[config.mk]
export PLATFORM = sky130hd
export DESIGN_NAME = integer_to_ascii_radix
export DESIGN_NICKNAME = d
export VERILOG_FILES = /design/src/sv/itoa_pkg.sv /design/src/sv/integer_to_ascii_radix.sv
export SDC_FILE = /design/constraint.sdc
export NUM_CORES = 1
export LEC_CHECK = 0
export BUFFER_PORTS_ARGS = -buffer_cell sky130_fd_sc_hd__buf_2
export CAP_MARGIN = 15
export CORE_AREA = 2 2 126 159
export DETAILED_ROUTE_END_ITERATION = 8
export DIE_AREA = 0 0 128 161
export PLACE_DENSITY = 0.67
export SLEW_MARGIN = 40
export SYNTH_ARGS = -nofsm -noshare
export SYNTH_HDL_FRONTEND = slang
export SYNTH_SLANG_ARGS = --single-unit
[constraint.sdc]
create_clock -name clk -period 7.9 [get_ports clk]
set_clock_uncertainty 0.15 [all_clocks]
set_input_delay 0.395 -clock clk [delete_from_list [all_inputs] [get_ports clk]]
set_output_delay 0.395 -clock clk [all_outputs]
set_load 0.005 [all_outputs]
[src/sv/itoa_pkg.sv]
// Shared constants, types and the digit-to-character function for the
// integer to ASCII converter. No dependencies.
package itoa_pkg;

  // Width of the number that is converted; the input port stays 32 bits.
  localparam int VALUE_BITS  = 32;
  localparam int INPUT_BITS  = 32;
  // Most digits kept for one conversion.
  localparam int DIGIT_LIMIT = 32;
  localparam int RADIX_BITS  = 5;
  localparam int CHAR_BITS   = 7;

  localparam logic [RADIX_BITS-1:0] RADIX_MIN = 5'd2;
  localparam logic [RADIX_BITS-1:0] RADIX_MAX = 5'd16;
  localparam logic [RADIX_BITS-1:0] DECIMAL   = 5'd10;

  localparam logic [CHAR_BITS-1:0] CHAR_MINUS = 7'h2D;
  localparam logic [CHAR_BITS-1:0] CHAR_ZERO  = 7'h30;
  localparam logic [CHAR_BITS-1:0] CHAR_ALPHA = 7'h41;
  localparam logic [CHAR_BITS-1:0] CHAR_NONE  = 7'h00;

  localparam int BIT_CNT_W = $clog2(VALUE_BITS);
  localparam int PTR_W     = $clog2(DIGIT_LIMIT);
  localparam int NDIG_W    = $clog2(DIGIT_LIMIT + 1);

  typedef logic [VALUE_BITS-1:0] mag_t;
  typedef logic [3:0]            digit_t;

  // Map one digit value 0..15 to '0'-'9' or 'A'-'F'.
  function automatic logic [CHAR_BITS-1:0] digit_char(input digit_t d);
    logic [CHAR_BITS-1:0] dx;
    dx = {3'b000, d};
    if (d < 4'd10) begin
      digit_char = CHAR_ZERO + dx;
    end else begin
      digit_char = CHAR_ALPHA + dx - 7'd10;
    end
  endfunction

endpackage

[src/sv/integer_to_ascii_radix.sv]
// Integer to ASCII converter, radix 2 to 16, with a bit-serial divider.
// Depends on itoa_pkg.
//
// Usage: present one number on the slave stream (s_tdata carries value and
// radix, s_tuser the signed mode); a transfer happens when s_tvalid and
// s_tready are both high. The characters come out on the master stream,
// most significant digit first, one per transfer; m_tlast marks the final
// character and m_tuser flags a radix outside 2..16 (one transfer, data 0).
// The divider takes one quotient bit per cycle, and each digit runs it
// over all VALUE_BITS bits of the value.
// One number is worked on at a time; s_tready is high only while the
// converter is idle. The final character sits in the output register,
// so the next number is taken while it waits. When the receiver stalls,
// the output register holds its character and emission pauses. Reset
// clears the controller and drops any pending output.
module integer_to_ascii_radix (
  input  logic       clk,
  input  logic       rst,
  input  logic       s_tvalid,
  output logic       s_tready,
  input  logic [39:0] s_tdata,  // value[31:0], radix[36:32], zero pad
  input  logic       s_tuser,   // signed_mode
  output logic       m_tvalid,
  input  logic       m_tready,
  output logic [7:0] m_tdata,   // ascii_char[6:0], zero pad
  output logic       m_tlast,
  output logic       m_tuser    // bad_radix
);

  typedef enum logic [1:0] {S_IDLE, S_DIV, S_EMIT, S_BAD} state_t;

  state_t state;
  itoa_pkg::mag_t                     mag;
  logic [3:0]                         rem;
  logic [itoa_pkg::RADIX_BITS-1:0]    radix;
  logic [itoa_pkg::BIT_CNT_W-1:0]     bit_cnt;
  logic [itoa_pkg::NDIG_W-1:0]        ndig;
  logic [itoa_pkg::PTR_W-1:0]         ptr;
  logic                               neg;
  itoa_pkg::digit_t                   digits [itoa_pkg::DIGIT_LIMIT];

  // Input decode
  logic [itoa_pkg::INPUT_BITS-1:0]    in_value;
  logic [itoa_pkg::RADIX_BITS-1:0]    in_radix;
  itoa_pkg::mag_t                     in_mag;
  logic                               in_bad;
  logic                               in_neg;
  logic                               accept;

  assign in_value = s_tdata[itoa_pkg::INPUT_BITS-1:0];
  assign in_radix = s_tdata[itoa_pkg::INPUT_BITS +: itoa_pkg::RADIX_BITS];
  assign in_mag   = itoa_pkg::mag_t'(in_value);
  assign in_bad   = (in_radix < itoa_pkg::RADIX_MIN) || (in_radix > itoa_pkg::RADIX_MAX);
  assign in_neg   = s_tuser && (in_radix == itoa_pkg::DECIMAL)
                    && in_mag[itoa_pkg::VALUE_BITS-1];
  assign s_tready = (state == S_IDLE);
  assign accept   = s_tvalid && s_tready;

  // One restoring-division step: shift in the next dividend bit
  logic [4:0]      trial;
  logic            q_bit;
  logic [3:0]      rem_next;
  itoa_pkg::mag_t  mag_next;
  logic [4:0]      trial_diff;

  assign trial      = {rem, mag[itoa_pkg::VALUE_BITS-1]};
  assign q_bit      = (trial >= radix);
  assign trial_diff = trial - radix;
  assign rem_next   = q_bit ? trial_diff[3:0] : trial[3:0];
  assign mag_next   = {mag[itoa_pkg::VALUE_BITS-2:0], q_bit};

  // Output register may take a new character
  logic load_ok;
  assign load_ok = !m_tvalid || m_tready;

  // Output register loads a character this cycle
  logic load_char;
  assign load_char = load_ok && ((state == S_EMIT) || (state == S_BAD));

  logic last_digit;
  assign last_digit = (mag_next == '0) || (ndig == itoa_pkg::NDIG_W'(itoa_pkg::DIGIT_LIMIT - 1));

  // Controller, divider and output register
  always_ff @(posedge clk) begin
    if (rst) begin
      state    <= S_IDLE;
      m_tvalid <= 1'b0;
      neg      <= 1'b0;
      ndig     <= '0;
    end else begin
      // raise valid on a new character, drop it once the receiver takes it
      if (load_char) begin
        m_tvalid <= 1'b1;
      end else if (m_tready) begin
        m_tvalid <= 1'b0;
      end
      case (state)
        S_IDLE: begin
          if (accept) begin
            radix   <= in_radix;
            neg     <= in_neg;
            mag     <= in_neg ? (itoa_pkg::mag_t'(0) - in_mag) : in_mag;
            rem     <= '0;
            bit_cnt <= itoa_pkg::BIT_CNT_W'(itoa_pkg::VALUE_BITS - 1);
            ndig    <= '0;
            state   <= in_bad ? S_BAD : S_DIV;
          end
        end
        S_DIV: begin
          mag <= mag_next;
          if (bit_cnt == '0) begin
            // digit done: store it, stop when the quotient is exhausted or the store is full
            digits[ndig[itoa_pkg::PTR_W-1:0]] <= rem_next;
            rem     <= '0;
            bit_cnt <= itoa_pkg::BIT_CNT_W'(itoa_pkg::VALUE_BITS - 1);
            if (last_digit) begin
              ptr   <= ndig[itoa_pkg::PTR_W-1:0];
              state <= S_EMIT;
            end else begin
              ndig <= ndig + 1'b1;
            end
          end else begin
            rem     <= rem_next;
            bit_cnt <= bit_cnt - 1'b1;
          end
        end
        S_EMIT: begin
          if (load_ok) begin
            m_tuser  <= 1'b0;
            if (neg) begin
              m_tdata <= {1'b0, itoa_pkg::CHAR_MINUS};
              m_tlast <= 1'b0;
              neg     <= 1'b0;
            end else begin
              m_tdata <= {1'b0, itoa_pkg::digit_char(digits[ptr])};
              m_tlast <= (ptr == '0);
              if (ptr == '0) begin
                state <= S_IDLE;
              end else begin
                ptr <= ptr - 1'b1;
              end
            end
          end
        end
        S_BAD: begin
          if (load_ok) begin
            m_tdata  <= {1'b0, itoa_pkg::CHAR_NONE};
            m_tlast  <= 1'b1;
            m_tuser  <= 1'b1;
            state    <= S_IDLE;
          end
        end
        default: begin
          state <= S_IDLE;
        end
      endcase
    end
  end

  // A bad-radix transfer is a lone, empty, final transfer
  a_bad_is_last: assert property (@(posedge clk) disable iff (rst)
    m_tvalid && m_tuser |-> m_tlast && (m_tdata == 8'h00))
    else $error("bad radix transfer not final or not empty");

  // Every text transfer carries a non-empty character
  a_text_nonzero: assert property (@(posedge clk) disable iff (rst)
    m_tvalid && !m_tuser |-> (m_tdata[6:0] != itoa_pkg::CHAR_NONE))
    else $error("text transfer with empty character");

  // Digit store never overflows while dividing
  a_ndig_bound: assert property (@(posedge clk) disable iff (rst)
    state == S_DIV |-> ndig < itoa_pkg::NDIG_W'(itoa_pkg::DIGIT_LIMIT))
    else $error("digit count out of range");

  // A bad radix skips the divider
  a_bad_path: assert property (@(posedge clk) disable iff (rst)
    accept && in_bad |=> state == S_BAD)
    else $error("bad radix entered the divider");

  // The minus sign only goes out ahead of digits
  a_minus_not_last: assert property (@(posedge clk) disable iff (rst)
    m_tvalid && (m_tdata[6:0] == itoa_pkg::CHAR_MINUS) |-> !m_tlast)
    else $error("minus sign marked as final character");

endmodule
==> impl_results.html, run 1 <==
<table>
<tr><th>Metric</th><th>Value</th></tr>
<tr><th colspan="2">Die</th></tr>
<tr><td>Die Area</td><td>a little over 20000 um^2</td></tr>
<tr><td>IO Pins</td><td>57</td></tr>
<tr><td>Height of the die</td><td>161 um</td></tr>
<tr><td>Number of standard-cell rows in the floorplan</td><td>between 50 and 60</td></tr>
<tr><td>Die width</td><td>~130 um</td></tr>
<tr><td>Core Footprint</td><td>19100 um^2</td></tr>
<tr><td>Initial cell density of the core</td><td>0.492</td></tr>
<tr><th colspan="2">Setup path</th></tr>
<tr><td>CP endpoint kind</td><td>flop</td></tr>
<tr><td>Critical Path RT</td><td>8.07 ns</td></tr>
<tr><td>Critical setup path kind</td><td>reg2reg</td></tr>
<tr><td>Sort of element at the start of the critical path</td><td>flop</td></tr>
<tr><td>Biggest cell delay along the critical path</td><td>0.72 ns</td></tr>
<tr><td>Library cell contributing the largest single delay on the critical path</td><td>sky130_fd_sc_hd__mux4_1</td></tr>
<tr><td>Critical path, cell by cell</td><td>mux4_1 -&gt; mux4_2 -&gt; mux2i_1 -&gt; ha_1 -&gt; nor2b_1 -&gt; o21ai_0 -&gt; nor3b_1</td></tr>
<tr><td>Critical path peak fanout</td><td>21</td></tr>
<tr><td>CP Data Arrival Time</td><td>between 3 and 4 ns</td></tr>
<tr><th colspan="2">Global route</th></tr>
<tr><td>Remaining global-route overflow</td><td>0</td></tr>
<tr><td>Aggregate global-route resource usage</td><td>0.192</td></tr>
<tr><td>Pin count of the biggest net entering global routing</td><td>42</td></tr>
<tr><td>Wire length of the first global-routing pass</td><td>between 30000 and 40000 um</td></tr>
<tr><td>Number of antenna violations at the first check in global routing</td><td>0</td></tr>
<tr><td>Number of global-route vias before repair</td><td>roughly 6000</td></tr>
<tr><th colspan="2">STA</th></tr>
<tr><td>Tightest Pin Transition</td><td>about 0.79 ns</td></tr>
<tr><td>Endpoints failing hold</td><td>0</td></tr>
<tr><td>Pins Over Slew Limit</td><td>0</td></tr>
<tr><td>Worst-case headroom to the max-slew limit</td><td>0.469</td></tr>
<tr><td>WHS</td><td>roughly 0.10 ns</td></tr>
<tr><td>Clock period minus worst slack</td><td>approximately 3.3 ns</td></tr>
<tr><td>RSZ-0062 raised after global routing</td><td>no</td></tr>
<tr><td>Max Clock Freq</td><td>0.304 GHz</td></tr>
<tr><td>Final period util</td><td>0.416</td></tr>
<tr><td>Number of setup violations in the final report</td><td>0</td></tr>
<tr><td>Setup TNS</td><td>0 ns</td></tr>
<tr><th colspan="2">Status</th></tr>
<tr><td>Result of the run</td><td>finished, final reports clean</td></tr>
<tr><th colspan="2">Synth</th></tr>
<tr><td>Xor-xnor portion of the synthesized cell area</td><td>0.0335</td></tr>
<tr><td>Number of enable flip-flop cells after synthesis</td><td>between 150 and 200</td></tr>
<tr><td>Distinct cell type count of the synthesized netlist</td><td>55</td></tr>
<tr><td>Synth Area in Adders</td><td>0.0208</td></tr>
<tr><td>Fraction of synthesized area in multiplexers</td><td>0.100</td></tr>
<tr><td>Compound-gate portion of the synthesized area</td><td>0.0748</td></tr>
<tr><td>Dominant combinational cell family by area after synthesis</td><td>simple AND/OR/NAND/NOR gates</td></tr>
<tr><td>Number of flip-flops and latches in the synthesized netlist</td><td>203</td></tr>
<tr><td>Fraction of synthesized cell area taken by the top area cell type</td><td>0.600</td></tr>
<tr><td>Sequential fraction of the synthesis area</td><td>0.632</td></tr>
<tr><td>Proportion of synthesized flip-flops having asynchronous set or reset</td><td>0</td></tr>
<tr><td>Area of the mapped netlist</td><td>9400 um^2</td></tr>
<tr><td>Post-Synthesis Net Count</td><td>around 770</td></tr>
<tr><td>Synthesized area per cell</td><td>13.3 um^2</td></tr>
<tr><td>Simple-gate area share of the yosys netlist</td><td>0.115</td></tr>
<tr><td>Most used flip-flop cell after synthesis</td><td>sky130_fd_sc_hd__edfxtp_1</td></tr>
<tr><td>Cell taking the most area after synthesis</td><td>sky130_fd_sc_hd__edfxtp_1</td></tr>
<tr><td>Synth warnings</td><td>0</td></tr>
<tr><td>Synthesized instance count</td><td>~700</td></tr>
<tr><td>Area contributors post-synth</td><td>sky130_fd_sc_hd__edfxtp_1 60%, sky130_fd_sc_hd__dfxtp_1 3.2%, sky130_fd_sc_hd__mux4_1 3.1%, sky130_fd_sc_hd__nor2_1 3.0%, sky130_fd_sc_hd__mux2i_1 2.9%</td></tr>
<tr><th colspan="2">Place</th></tr>
<tr><td>Number of input and output port buffers inserted</td><td>between 50 and 60</td></tr>
<tr><td>Post-detail-place hpwl</td><td>roughly 14000 um</td></tr>
<tr><td>Instance area at placement</td><td>roughly 9900 um^2</td></tr>
<tr><td>Routability congestion estimate from global placement</td><td>just under 0.8</td></tr>
<tr><td>Number of cells after detailed placement</td><td>972</td></tr>
<tr><th colspan="2">Clock network</th></tr>
<tr><td>Num Clock Sinks</td><td>approximately 200</td></tr>
<tr><td>Clock root buffer</td><td>sky130_fd_sc_hd__clkbuf_16</td></tr>
<tr><td>Total CTS buffers</td><td>20</td></tr>
<tr><td>Clock Pin Slew Worst Setup and Hold Paths</td><td>approximately 0.060 ns</td></tr>
<tr><td>CTS resizes</td><td>0</td></tr>
<tr><td>Total number of H-tree levels</td><td>1</td></tr>
<tr><td>Number of buffers between clock root and the deepest sink</td><td>3</td></tr>
<tr><td>Insertion delay to the later sink of the worst-skew pair</td><td>approximately 0.49 ns</td></tr>
<tr><td>CTS tree</td><td>built</td></tr>
<tr><th colspan="2">Layout</th></tr>
<tr><td>Area growth from synthesis to layout</td><td>12.7%</td></tr>
<tr><td>Finished Cell Area</td><td>10600 um^2</td></tr>
<tr><td>Fraction of final layout cells with drive strength greater than 1</td><td>0.159</td></tr>
<tr><td>Most frequent cells in the layout</td><td>188 x sky130_fd_sc_hd__edfxtp_1, 74 x sky130_fd_sc_hd__nor2_1, 66 x sky130_fd_sc_hd__nand2_1</td></tr>
<tr><td>Non-filler instance count after layout</td><td>~1000</td></tr>
<tr><td>Most common library cell in the layout ignoring fill and taps</td><td>sky130_fd_sc_hd__edfxtp_1</td></tr>
<tr><td>Final-stage net count</td><td>823</td></tr>
<tr><td>Ant diodes</td><td>0</td></tr>
<tr><th colspan="2">Route</th></tr>
<tr><td>Via count</td><td>5814</td></tr>
<tr><td>Met2 routed WL</td><td>around 10000 um</td></tr>
<tr><td>Average wire per standard cell</td><td>between 15 and 20 um</td></tr>
<tr><td>Detailed Route WL</td><td>approximately 19000 um</td></tr>
<tr><td>Wire length on met1</td><td>7620 um</td></tr>
<tr><td>Number of antenna-violating nets in the routed design</td><td>0</td></tr>
<tr><td>Total length of routed met3 wires</td><td>around 1000 um</td></tr>
<tr><td>Iteration-0 DRC Markers</td><td>slightly above 400</td></tr>
<tr><td>Post-route DRC violation count</td><td>0</td></tr>
<tr><td>Uppermost layer routed</td><td>met4</td></tr>
<tr><td>1st-pass router iterations</td><td>7</td></tr>
<tr><td>Mean number of vias per cell</td><td>between 5 and 6</td></tr>
<tr><th colspan="2">Pwr</th></tr>
<tr><td>Power per unit of standard cell area</td><td>about 260 nW/um^2</td></tr>
<tr><td>Cell leakage power</td><td>about 0.0035 uW</td></tr>
<tr><td>Worst VDD drop</td><td>approximately 0.00018 V</td></tr>
<tr><th colspan="2">Run</th></tr>
<tr><td># Max-Cap Violations</td><td>0</td></tr>
<tr><th colspan="2">Worst hold path</th></tr>
<tr><td>Type of the worst min-delay path</td><td>in2reg</td></tr>
</table>
## where the power goes
group | switching, uW | internal, uW
Combinational | 312 | 176
Sequential | 47.9 | 1340
Clock | 374 | 535
Total | 734 | 2050
## registers in the layout, indices dropped and copies added (netlist names), named ones only
signal / count
ptr: 5
bit_cnt: 5
m_tlast: 1
radix: 5
m_tdata: 7
ndig: 6
neg: 1
digits: 128
state: 2
m_tvalid: 1
mag: 32
rem: 4
m_tuser: 1
## cell usage after synthesis, types with 6 or more instances
library cell,count
sky130_fd_sc_hd__a21oi_1,25
sky130_fd_sc_hd__nand3_1,10
sky130_fd_sc_hd__o21ai_0,45
sky130_fd_sc_hd__nand2_1,66
sky130_fd_sc_hd__mux4_2,12
sky130_fd_sc_hd__nor2_1,75
sky130_fd_sc_hd__xnor2_1,17
sky130_fd_sc_hd__and2_1,6
sky130_fd_sc_hd__ha_1,14
sky130_fd_sc_hd__mux4_1,11
sky130_fd_sc_hd__mux2i_1,27
sky130_fd_sc_hd__edfxtp_1,188
sky130_fd_sc_hd__o31ai_1,8
sky130_fd_sc_hd__xor2_1,19
sky130_fd_sc_hd__or3_1,6
sky130_fd_sc_hd__clkbuf_1,22
sky130_fd_sc_hd__nor4_1,10
sky130_fd_sc_hd__nand3b_1,7
sky130_fd_sc_hd__dfxtp_1,15
sky130_fd_sc_hd__mux2_2,10
sky130_fd_sc_hd__nand4_1,6
sky130_fd_sc_hd__a22oi_1,15
sky130_fd_sc_hd__inv_1,21
sky130_fd_sc_hd__nor3_1,13
## repair_timing
item                                   4_1_cts  5_1_grt
endpoints found under the hold margin        5        0
hold buffers                                 5        0
buffers inserted                             0        0
## path summary, 6_finish.rpt
kind | startpoint | to | slack (ns) | cells past startpoint
worst max-delay path | flop | m_tdata[4] | 4.62 | 7
worst min-delay path | s_tdata[31] | mag[31] | 0.10 | 3
worst max register to register | flop | m_tdata[4] | 4.62 | 7
worst min register to register | ndig[5] | ndig[5] | 0.36 | 2
## through the flow
stage,setup WS (ns),total power (uW),utilization
after floorplan,4.43,1720,-
after global placement,4.32,1870,0.518
after detailed placement,4.66,1900,0.519
after CTS,4.63,2800,0.555
after global routing,4.41,2900,0.555
final,4.62,2780,0.555
## cells by family after synthesis
logic type | after synthesis
AOI/OAI and AO/OA | 115
adders and majority gates | 15
buffers and inverters | 51
muxes | 60
and+or+nand+nor | 226
other | 1
DFF | 203
xor gates and xnor gates | 36
## layout make-up
cell class              instances  area (um^2)
clock inverters                 9         70.1
flip-flops and latches        203         5950
clock buffers                  26          564
well taps                     236          295
multi-input cells             453         3270
repair buffers                 64          370
fillers                      1547         8510
inverters                      21         78.8
## worst max-delay path: cells and delay by family, from the launching register on
kind	cells	cell delay, ns
AO/OA/AOI/OAI	1	0.19
adder cells (fa/ha/maj)	1	0.25
flip-flops	1	0.67
multiplexers	3	1.56
AND/OR/NAND/NOR	2	0.28
## metal layers
layer  up-vias  global-route usage
met5         -                   0
met4         0              0.0719
met3        34              0.0252
met2       169               0.347
met1      2823               0.234
li1       2788                   -
Power figures use the tool's default switching activity.
==> run 2: changes to the inputs <==
==> constraint.sdc (replaced) <==
create_clock -name clk -period 3.1 [get_ports clk]
set_clock_uncertainty 0.15 [all_clocks]
set_input_delay 0.155 -clock clk [delete_from_list [all_inputs] [get_ports clk]]
set_output_delay 0.155 -clock clk [all_outputs]
set_load 0.005 [all_outputs]
==> impl_results.html, run 2 (same netlist as run 1, synthesis figures left out) <==
<table>
<tr><th>Metric</th><th>Value</th></tr>
<tr><th colspan="2">STA</th></tr>
<tr><td>Number of setup violations in the final report</td><td>0 (unchanged)</td></tr>
<tr><td>Worst-case headroom to the max-slew limit</td><td>0.481 (was 0.469)</td></tr>
<tr><td>Max Clock Freq</td><td>0.335 GHz</td></tr>
<tr><td>Pins Over Slew Limit</td><td>0 (unchanged)</td></tr>
<tr><td>WHS</td><td>0.0298 ns (was 0.103 ns)</td></tr>
<tr><td>RSZ-0062 raised after global routing</td><td>no (unchanged)</td></tr>
<tr><td>Setup TNS</td><td>0 ns (unchanged)</td></tr>
<tr><td>Final period util</td><td>0.962</td></tr>
<tr><td>Tightest Pin Transition</td><td>0.779 ns (was 0.793 ns)</td></tr>
<tr><td>Endpoints failing hold</td><td>0 (unchanged)</td></tr>
<tr><td>Clock period minus worst slack</td><td>2.98 ns</td></tr>
<tr><th colspan="2">Clock network</th></tr>
<tr><td>Number of buffers between clock root and the deepest sink</td><td>3 (unchanged)</td></tr>
<tr><td>CTS tree</td><td>built (unchanged)</td></tr>
<tr><td>Total number of H-tree levels</td><td>1 (unchanged)</td></tr>
<tr><td>Insertion delay to the later sink of the worst-skew pair</td><td>0.49 ns (about the same)</td></tr>
<tr><td>Clock root buffer</td><td>sky130_fd_sc_hd__clkbuf_16 (unchanged)</td></tr>
<tr><td>Total CTS buffers</td><td>21 (was 20)</td></tr>
<tr><td>Num Clock Sinks</td><td>203 (unchanged)</td></tr>
<tr><td>Post-CTS setup buffer count</td><td>0 (unchanged)</td></tr>
<tr><td>Clock Pin Slew Worst Setup and Hold Paths</td><td>0.06 ns (about the same)</td></tr>
<tr><th colspan="2">Layout</th></tr>
<tr><td>Fin util</td><td>0.585 (was 0.555)</td></tr>
<tr><td>Area growth from synthesis to layout</td><td>18.8% (was 12.7%)</td></tr>
<tr><td>Finished Cell Area</td><td>11200 um^2 (was 10600 um^2)</td></tr>
<tr><td>Ant diodes</td><td>0 (unchanged)</td></tr>
<tr><td>Final-stage net count</td><td>877 (was 823)</td></tr>
<tr><td>Fraction of final layout cells with drive strength greater than 1</td><td>0.177 (was 0.159)</td></tr>
<tr><td>Most common library cell in the layout ignoring fill and taps</td><td>sky130_fd_sc_hd__edfxtp_1 (unchanged)</td></tr>
<tr><td>Largest register FFs</td><td>128 (unchanged)</td></tr>
<tr><td>Non-filler instance count after layout</td><td>1068 (was 1012)</td></tr>
<tr><td>Layout fillers</td><td>1492 (was 1547)</td></tr>
<tr><td>Most frequent cells in the layout</td><td>188 x sky130_fd_sc_hd__edfxtp_1, 73 x sky130_fd_sc_hd__nor2_1, 65 x sky130_fd_sc_hd__nand2_1 (was 188 x sky130_fd_sc_hd__edfxtp_1, 74 x sky130_fd_sc_hd__nor2_1, 66 x sky130_fd_sc_hd__nand2_1)</td></tr>
<tr><th colspan="2">Die</th></tr>
<tr><td>Number of standard-cell rows in the floorplan</td><td>57 (unchanged)</td></tr>
<tr><td>IO Pins</td><td>57 (unchanged)</td></tr>
<tr><td>Core Footprint</td><td>19100 um^2 (unchanged)</td></tr>
<tr><td>Die width</td><td>128 um (unchanged)</td></tr>
<tr><td>Initial cell density of the core</td><td>0.492 (unchanged)</td></tr>
<tr><td>Height of the die</td><td>161 um (unchanged)</td></tr>
<tr><td>Die Area</td><td>20600 um^2 (unchanged)</td></tr>
<tr><th colspan="2">Place</th></tr>
<tr><td>Number of cells after detailed placement</td><td>989 (was 972)</td></tr>
<tr><td>Routability congestion estimate from global placement</td><td>0.845 (was 0.786)</td></tr>
<tr><td>Instance area at placement</td><td>10100 um^2 (was 9910 um^2)</td></tr>
<tr><td>Post-detail-place hpwl</td><td>13800 um (about the same)</td></tr>
<tr><td>Number of input and output port buffers inserted</td><td>52 (unchanged)</td></tr>
<tr><th colspan="2">Status</th></tr>
<tr><td>Result of the run</td><td>finished, final reports clean (unchanged)</td></tr>
<tr><th colspan="2">Route</th></tr>
<tr><td>Via count</td><td>6081 (was 5814)</td></tr>
<tr><td>Post-route DRC violation count</td><td>0 (unchanged)</td></tr>
<tr><td>Wire length on met1</td><td>8050 um (was 7620 um)</td></tr>
<tr><td>Mean number of vias per cell</td><td>5.69 (was 5.75)</td></tr>
<tr><td>Total length of routed met3 wires</td><td>980 um (was 1030 um)</td></tr>
<tr><td>Detailed Route WL</td><td>20500 um (was 19500 um)</td></tr>
<tr><td>Met2 routed WL</td><td>10700 um (was 10200 um)</td></tr>
<tr><td>Iteration-0 DRC Markers</td><td>350 (was 410)</td></tr>
<tr><td>Number of antenna-violating nets in the routed design</td><td>0 (unchanged)</td></tr>
<tr><td>Average wire per standard cell</td><td>19.2 um (about the same)</td></tr>
<tr><td>1st-pass router iterations</td><td>5 (was 7)</td></tr>
<tr><td>Uppermost layer routed</td><td>met4 (unchanged)</td></tr>
<tr><th colspan="2">Global route</th></tr>
<tr><td>Wire length of the first global-routing pass</td><td>32600 um (was 30900 um)</td></tr>
<tr><td>Pin count of the biggest net entering global routing</td><td>61 (was 42)</td></tr>
<tr><td>Number of global-route vias before repair</td><td>6231 (was 5933)</td></tr>
<tr><td>Aggregate global-route resource usage</td><td>0.203 (was 0.192)</td></tr>
<tr><td>Number of antenna violations at the first check in global routing</td><td>0 (unchanged)</td></tr>
<tr><td>Remaining global-route overflow</td><td>0 (unchanged)</td></tr>
<tr><th colspan="2">Setup path</th></tr>
<tr><td>Biggest cell delay along the critical path</td><td>0.59 ns (was 0.72 ns)</td></tr>
<tr><td>Number of buffers and inverters on the critical path</td><td>3 (was 0)</td></tr>
<tr><td>Cell class contributing the biggest share of worst-path delay</td><td>simple AND/OR/NAND/NOR gates (was multiplexers)</td></tr>
<tr><td>Sort of element at the start of the critical path</td><td>input port (was flop)</td></tr>
<tr><td>Critical path, cell by cell</td><td>dlygate4sd3_1 -&gt; buf_2 -&gt; or4_4 -&gt; or4_4 -&gt; nor2_4 -&gt; nand2_2 -&gt; o41ai_2 -&gt; nand3_1 -&gt; dlygate4sd3_1 -&gt; nand2_1 (was mux4_1 -&gt; mux4_2 -&gt; mux2i_1 -&gt; ha_1 -&gt; nor2b_1 -&gt; o21ai_0 -&gt; nor3b_1)</td></tr>
<tr><td>Critical setup path kind</td><td>in2reg (was reg2reg)</td></tr>
<tr><td>Library cell contributing the largest single delay on the critical path</td><td>sky130_fd_sc_hd__or4_4 (was sky130_fd_sc_hd__mux4_1)</td></tr>
<tr><td>Critical path peak fanout</td><td>4 (was 21)</td></tr>
<tr><td>Critical Path RT</td><td>3.32 ns (was 8.07 ns)</td></tr>
<tr><td>CP Data Arrival Time</td><td>3.21 ns (was 3.45 ns)</td></tr>
<tr><td>CP endpoint kind</td><td>flop (unchanged)</td></tr>
<tr><th colspan="2">Worst hold path</th></tr>
<tr><td>Type of the worst min-delay path</td><td>in2reg (unchanged)</td></tr>
<tr><th colspan="2">Run</th></tr>
<tr><td># Max-Cap Violations</td><td>0 (unchanged)</td></tr>
<tr><th colspan="2">Pwr</th></tr>
<tr><td>Worst VDD drop</td><td>0.000499 V (was 0.000175 V)</td></tr>
<tr><td>Power per unit of standard cell area</td><td>658 nW/um^2 (was 263 nW/um^2)</td></tr>
<tr><td>Cell leakage power</td><td>0.00382 uW (was 0.00355 uW)</td></tr>
</table>
[run 2: changes by cell type in the layout (fill, tap and decap cells not counted), sizes merged]
cell,before,now
clkinvlp,1,0
buf,59,76
inv,21,23
dlygate4sd3,5,41
clkinv,7,8
bufinv,1,2
[run 2: area by class of cell]
cell class / instances / area (um^2) / area share
clock inverter: 12 / 115 / 0.0103
sequential: 203 / 5950 / 0.532
timing repair buffer: 117 / 888 / 0.0795
clock buffer: 26 / 544 / 0.0487
tap: 236 / 295 / 0.0264
multi-input combinational: 453 / 3310 / 0.296
inverter: 21 / 78.8 / 0.00705
[run 2: metal layers]
metal,vias to the layer above,global-route usage
li1,2882,-
met1,2952,0.244
met2,194,0.363
met3,53,0.0291
met4,0,0.0849
met5,-,0
[run 2: path summary, 6_finish.rpt]
check	start	endpoint	slack, ns	cells after the start
setup reg to reg	flop	m_tdata[2]	0.14	9
hold reg to reg	ndig[5]	ndig[5]	0.35	2
setup / recovery	s_tdata[12]	mag[31]	0.12	10
hold / removal	s_tdata[10]	mag[10]	0.03	4
[run 2: tightest hold or removal path: stages]
cell,delay [ns]
sky130_fd_sc_hd__buf_2,0.12
sky130_fd_sc_hd__inv_1,0.08
sky130_fd_sc_hd__xnor2_1,0.07
sky130_fd_sc_hd__o21ai_0,0.13
[run 2: timing repair]
item	CTS	global route
pin swaps	0	1
endpoints found under the hold margin	42	0
cloned	0	0
hold buffers	41	0
endpoints found under the setup margin	2	24
gates resized for setup	1	7
[run 2: report_power, final]
part	internal (uW)	switching, uW
Sequential	3410	107
Clock	1420	1010
Combinational	539	865
Total	5370	1980
[run 2: metrics by stage]
step	worst slack [ns]	total power, uW
after CTS	0.00844	7360
after detailed placement	0.0161	4900
after global routing	0.0183	7650
final	0.117	7350
after floorplan	0.273	4390
after global placement	0.0478	4840
